<file path="src/hdl/llt_pkg.sv">
// Shared types, constants and helper functions for the learned lookup table core.
`timescale 1ns / 1ps
package llt_pkg;

    localparam int TABLE_DEPTH = 1024;
    localparam int IDX_W       = $clog2(TABLE_DEPTH);
    localparam int OUT_IDX_W   = 10;

    localparam int CFG_IDX_W   = 2;
    localparam int CFG_DATA_W  = 32;

    localparam logic [1:0] CMD_PREDICT = 2'd0;
    localparam logic [1:0] CMD_TRAIN   = 2'd1;
    localparam logic [1:0] CMD_BLEND   = 2'd2;

    localparam logic [CFG_IDX_W-1:0] CFG_BIAS_OFFSET  = 2'd0;
    localparam logic [CFG_IDX_W-1:0] CFG_STEP_SIZE    = 2'd1;
    localparam logic [CFG_IDX_W-1:0] CFG_BLEND_WEIGHT = 2'd2;

    localparam logic [31:0] BIAS_RESET  = 32'd0;
    localparam logic [30:0] STEP_RESET  = 31'd65536;
    localparam logic [16:0] BLEND_RESET = 17'd65536;
    localparam logic [16:0] BLEND_FULL  = 17'd65536;

    typedef enum logic [2:0] {
        ST_CLEAR,
        ST_IDLE,
        ST_READ,
        ST_EX1,
        ST_EX2,
        ST_EX3,
        ST_DONE
    } t_state;

    typedef struct packed {
        logic load_in;
        logic clear_we;
        logic commit;
    } t_dp_cmd;

    typedef struct packed {
        logic clear_last;
    } t_dp_status;

    // Clamp a 35-bit signed value into the signed 32-bit range.
    function automatic logic signed [31:0] sat35(input logic signed [34:0] v);
        logic signed [31:0] res;
        if (v[34:31] == 4'b0000 || v[34:31] == 4'b1111) begin
            res = v[31:0];
        end else if (v[34]) begin
            res = 32'sh8000_0000;
        end else begin
            res = 32'sh7FFF_FFFF;
        end
        return res;
    endfunction

endpackage

</file>
<file path="src/hdl/llt_ctrl.sv">
// Controller state machine: clear pass, item sequencing and output handshake.
`timescale 1ns / 1ps
module llt_ctrl (
    input  logic                i_clk,
    input  logic                i_rst_n,
    input  logic                i_in_valid,
    output logic                o_in_ready,
    output logic                o_out_valid,
    input  logic                i_out_ready,
    input  llt_pkg::t_dp_status i_status,
    output llt_pkg::t_dp_cmd    o_cmd
);
    import llt_pkg::*;

    t_state r_state, n_state;
    logic   r_out_valid, n_out_valid;

    always_ff @(posedge i_clk) begin
        if (!i_rst_n) begin
            r_state     <= ST_CLEAR;
            r_out_valid <= 1'b0;
        end else begin
            r_state     <= n_state;
            r_out_valid <= n_out_valid;
        end
    end

    always_comb begin
        n_state    = r_state;
        o_cmd      = '0;
        o_in_ready = 1'b0;
        unique case (r_state)
            ST_CLEAR: begin
                o_cmd.clear_we = 1'b1;
                if (i_status.clear_last) n_state = ST_IDLE;
            end
            ST_IDLE: begin
                o_in_ready = 1'b1;
                if (i_in_valid) begin
                    o_cmd.load_in = 1'b1;
                    n_state       = ST_READ;
                end
            end
            ST_READ: n_state = ST_EX1;
            ST_EX1:  n_state = ST_EX2;
            ST_EX2:  n_state = ST_EX3;
            ST_EX3:  n_state = ST_DONE;
            ST_DONE: begin
                // hold until the output register is free
                if (!r_out_valid || i_out_ready) begin
                    o_cmd.commit = 1'b1;
                    n_state      = ST_IDLE;
                end
            end
            default: n_state = ST_CLEAR;
        endcase

        if (o_cmd.commit) begin
            n_out_valid = 1'b1;
        end else if (i_out_ready) begin
            n_out_valid = 1'b0;
        end else begin
            n_out_valid = r_out_valid;
        end
    end

    assign o_out_valid = r_out_valid;

endmodule

</file>
<file path="config.mk">
export PLATFORM = sky130hd
export DESIGN_NAME = llt_ctrl
export DESIGN_NICKNAME = d
export VERILOG_FILES = /design/src/hdl/llt_pkg.sv /design/src/hdl/llt_ctrl.sv
export SDC_FILE = /design/constraint.sdc
export NUM_CORES = 1
export LEC_CHECK = 0
export ABC_CLOCK_PERIOD_IN_PS = 1000
export BUFFER_PORTS_ARGS = -buffer_cell sky130_fd_sc_hd__buf_2
export CORE_AREA = 3 3 40 42
export CTS_CLUSTER_SIZE = 24
export DETAILED_ROUTE_END_ITERATION = 10
export DIE_AREA = 0 0 43 45
export PLACE_DENSITY = 0.45
export SYNTH_ARGS = -nofsm -noshare
export SYNTH_HDL_FRONTEND = slang
export SYNTH_SLANG_ARGS = --single-unit
</file>
<file path="constraint.sdc">
create_clock -name i_clk -period 1 [get_ports i_clk]
set_clock_uncertainty 0.05 [all_clocks]
set_input_delay 0.05 -clock i_clk [delete_from_list [all_inputs] [get_ports i_clk]]
set_output_delay 0.05 -clock i_clk [all_outputs]
set_load 0.01 [all_outputs]
</file>
---- Yosys cells after proc, flatten, opt, wreduce, memory -nomap -nowiden ----
Index checks and enable logic that the tools add are counted.
storage, ports and cells
  bits in registers ....................... 4
cells by class
  mux-type cells .......................... 12
  equal/unequal tests ..................... 9
  reduce and logical (&&, ||, !) cells .... 5
operator list
  cell                count
  $pmux 3 s7          1
  $eq 3x3->1 const B  3
  $mux 3              3
  $mux 1              8
  $eq 3x2->1 const B  2
  $ne 2x2->1 const B  3
  $eq 3x1->1 const B  1
  $logic_not 3->1     1
  $reduce_and 3->1    1
  $reduce_bool 2->1   1
  $logic_not 1->1     1
  $logic_or 1x1->1    1

---- Depth between registers and ports, before layout ----
  depth after elaboration ................. 5
  gate-level depth with buffers ........... 4

---- Least setup slack after synthesis ----
OpenSTA, ideal clock, no wires.
  path type ............................... flip-flop to flip-flop
  start point ............................. register r_out_valid, in the netlist o_out_valid
  end point ............................... register r_state[0]
  arrival ................................. 847 ps
  setup slack ............................. -11 ps
  setup time .............................. 115 ps
  buffers on the path ..................... 0
  cell stages (with the launch flop) ...... 4
  cells stage by stage .................... dfxtp_1 > nor2b_1 > a311oi_1 > o21a_1
between the ends
  word-level cells in the longest chain between the ends .. 4
RTL lines
  item                        line            text
  start: declaration          llt_ctrl.sv:16  logic r_out_valid, n_out_valid;
  start signal: assignment    llt_ctrl.sv:24  r_out_valid <= n_out_valid;
  $logic_not 1->1             llt_ctrl.sv:50  if (!r_out_valid || i_out_ready) begin
  $logic_or 1x1->1            llt_ctrl.sv:50
  $ne 2x2->1 (no line)        -
  $reduce_and 3->1 (no line)  -
  end signal: assignment      llt_ctrl.sv:23  r_state <= n_state;
  end: declaration            llt_ctrl.sv:15  t_state r_state, n_state;
Every way passes these cells.
A chain may end at the register's enable or synchronous reset.

==> flow_metrics.tcl <==
set metrics [dict create \
    power_switching_uw 117 \
    slew_violations 0 \
    insertion_delay_ps 230 \
    cellPowerDensity_nw_per_um2 1160 \
    clk_pin_slew_ps 30 \
    max_slew.worst_pin.slew_ps 232 \
    fin_cells 58 \
    max_freq_ghz 0.829 \
    syn_area_per_cell_um2 9.07 \
    h-tree-depth 1 \
    ir_worst_vdd_mv 0.464 \
    dpl_cell_area_um2 332 \
    grt_use_total 0.0666 \
    insertedDiodeCount 0 \
    finalSetupViolCount 7 \
    synth_seq_cells 4 \
    seqPwrFrac 0.363 \
    dieHeight_um 45 \
    dp_cells 53 \
    worst_path_max_delay_cell "dfxtp_4" \
    root_buffer "clkbuf_4" \
    coreArea_um2 1280 \
    area_delta_synth_final_pct 64.5 \
    crit_family "flip-flops" \
    drt-initial-drc-count 2 \
    grt_pass1_wl_um 959 \
    place_hpwl_um 436 \
    status "finished with violations" \
    fill_cells 152 \
    p_leak_uw 0.000184 \
    globalplace.congestion 0.767 \
    layout_commonest_cell "buf_2" \
    crit_path_max_incr_delay_ps 340 \
    routed_wl_um 638 \
    violations "setup timing" \
    worstPathMaxFanout 2 \
    first_pass_iters 2 \
    p_sw_frac 0.241 \
    numPortBuffers 9 \
    synthesis.nets 33 \
    start_util 0.198 \
    final_cell_mix "buf_2, buf_6, clkbuf_4, buf_4" \
    yosysTopAreaCell "dfxtp_1" \
    crit_path_end_kind "output port" \
    p_int_uw 369 \
    critPathKind "flop to output port" \
    finalCriticalPeriod_ps 1210 \
    netlist_top_cells_area "dfxtp_1, nor3_1, buf_4" \
    ios 10 \
    finalCritPeriodShare 1.21 \
    fin_total_pwr_uw 485 \
    synth.distinct_cells 21 \
    fin_nets 50 \
    relSlewSlack 0.843 \
    wl_per_cell_um 11.0 \
    via_count 251 \
    ant_nets 0 \
    crit_buf_inv 2 \
    drc_errors 0 \
    maxCapViolations 0 \
    rsz0062_at_grt "true" \
    final.setup.worst_slack_ps -206 \
    clkPwrFrac 0.387 \
    critPathRequiredTime_ps 900 \
    cp_cell_sequence "buf_6, nor3b_4, and2_1, buf_2" \
    grt_max_degree 7 \
    post_drt_via_cell_ratio 4.33 \
    synth_top_area_share 0.315 \
    die_w_um 43 \
    hold_violations 0 \
    first_global_vias 260 \
    holdCritPathClass "primary input to flop" \
    r2r_slack_ps -100 \
    dieArea_um2 1940 \
    grt_overflow 0 \
    comb_power_share 0.250 \
    cts_tree "yes" \
    row_count 13 \
    cts.sinks 4 \
    utilization 0.325 \
    ys_warn_count 0 \
    postSynthCellCount 28 \
    synth-seq-area-share 0.315 \
    antenna_found_initial 0 \
    layout-drive-gt1-share 0.744 \
    stdcell_area_um2 418 \
    cp-start-kind "flop" \
    synthesis.area_um2 254 \
    clock_path_buffers 2 \
    numCtsBuffers 3 \
    crit_arrival_ps 1110 \
]
[path summary, 6_finish.rpt]
check                   from           to  cells after the start
hold reg to reg   r_state[0]   r_state[1]                      2
setup reg to reg  r_state[1]   r_state[2]                      4
hold / removal       i_rst_n  o_out_valid                      2
setup / recovery  r_state[1]     o_cmd[2]                      4
[routing by layer]
metal | vias up | routed length, µm | GRT usage
met3 | 0 | 51 | 0.0359
met2 | 10 | 335 | 0.126
met5 | - | 0 | 0
met1 | 112 | 252 | 0.0625
li1 | 129 | - | -
met4 | 0 | 0 | 0.0181
[cell usage after synthesis]
cell type and instances:
o21a_1 1, a211o_1 1, nor2b_1 1, nand2_1 1
nand2b_4 1, and3b_1 1, o211ai_1 1, dfxtp_1 4
buf_4 2, and2_1 2, nor4b_1 1, nor3b_2 1
inv_2 1, buf_6 1, o21ai_0 1, a21oi_1 1
buf_2 1, a311oi_1 1, nor3_1 3, o21bai_1 1
a21boi_1 1
[per-stage QoR]
step | setup WS, ps | TNS (ps) | hold WS (ps)
finish | -206 | -748 | 24.8
global route | -278 | -1180 | 29.8
CTS | -218 | -806 | 21.0
detailed placement | -30.2 | -64.0 | 258
global placement | -48.9 | -90.6 | 252
floorplan | 19.4 | 0 | 118
[registers in the layout (all words and copies together) (netlist names)]
name and cells:
r_state 3, o_out_valid 1
[power by group through the flow]
stage          sequential (µW)  combinational, µW  clock (µW)
3_5_place_dp               183               95.7           0
2_1_floorplan              173               67.8           0
3_3_place_gp               183               95.6           0
4_1_cts                    176                117         200
5_1_grt                    177                134         213
6_report                   176                121         188
[kinds of logic after synthesis]
logic type             Yosys count  share of synthesized area
flip-flops                       4                      0.315
AO/OA/AOI/OAI                    8                      0.227
AND/OR/NAND/NOR                 11                      0.320
buffers and inverters            5                      0.138
[final cells by class]
cell class / count / area [µm²] / area share
Timing Repair Buffer: 16 / 113 / 0.269
Clock buffer: 3 / 22.5 / 0.0539
Multi-Input combinational cell: 19 / 170 / 0.407
Inverter: 1 / 3.75 / 0.00898
Tap cell: 15 / 18.8 / 0.0449
Sequential cell: 4 / 90.1 / 0.216
[what timing repair did]
action	4_1_cts	5_1_grt
setup endpoints to repair	6	8
hold buffers	0	0
gates resized for setup	11	4
pin swaps	5	1
gates cloned	0	0
setup buffers	2	0
[worst reg2reg max path, stage by stage, from the launching register on]
cell and delay [ps]:
dfxtp_4 340, buf_4 150, buf_4 140, a21oi_2 130
and3b_1 190
No activity file was read; power rests on OpenSTA's default activity.
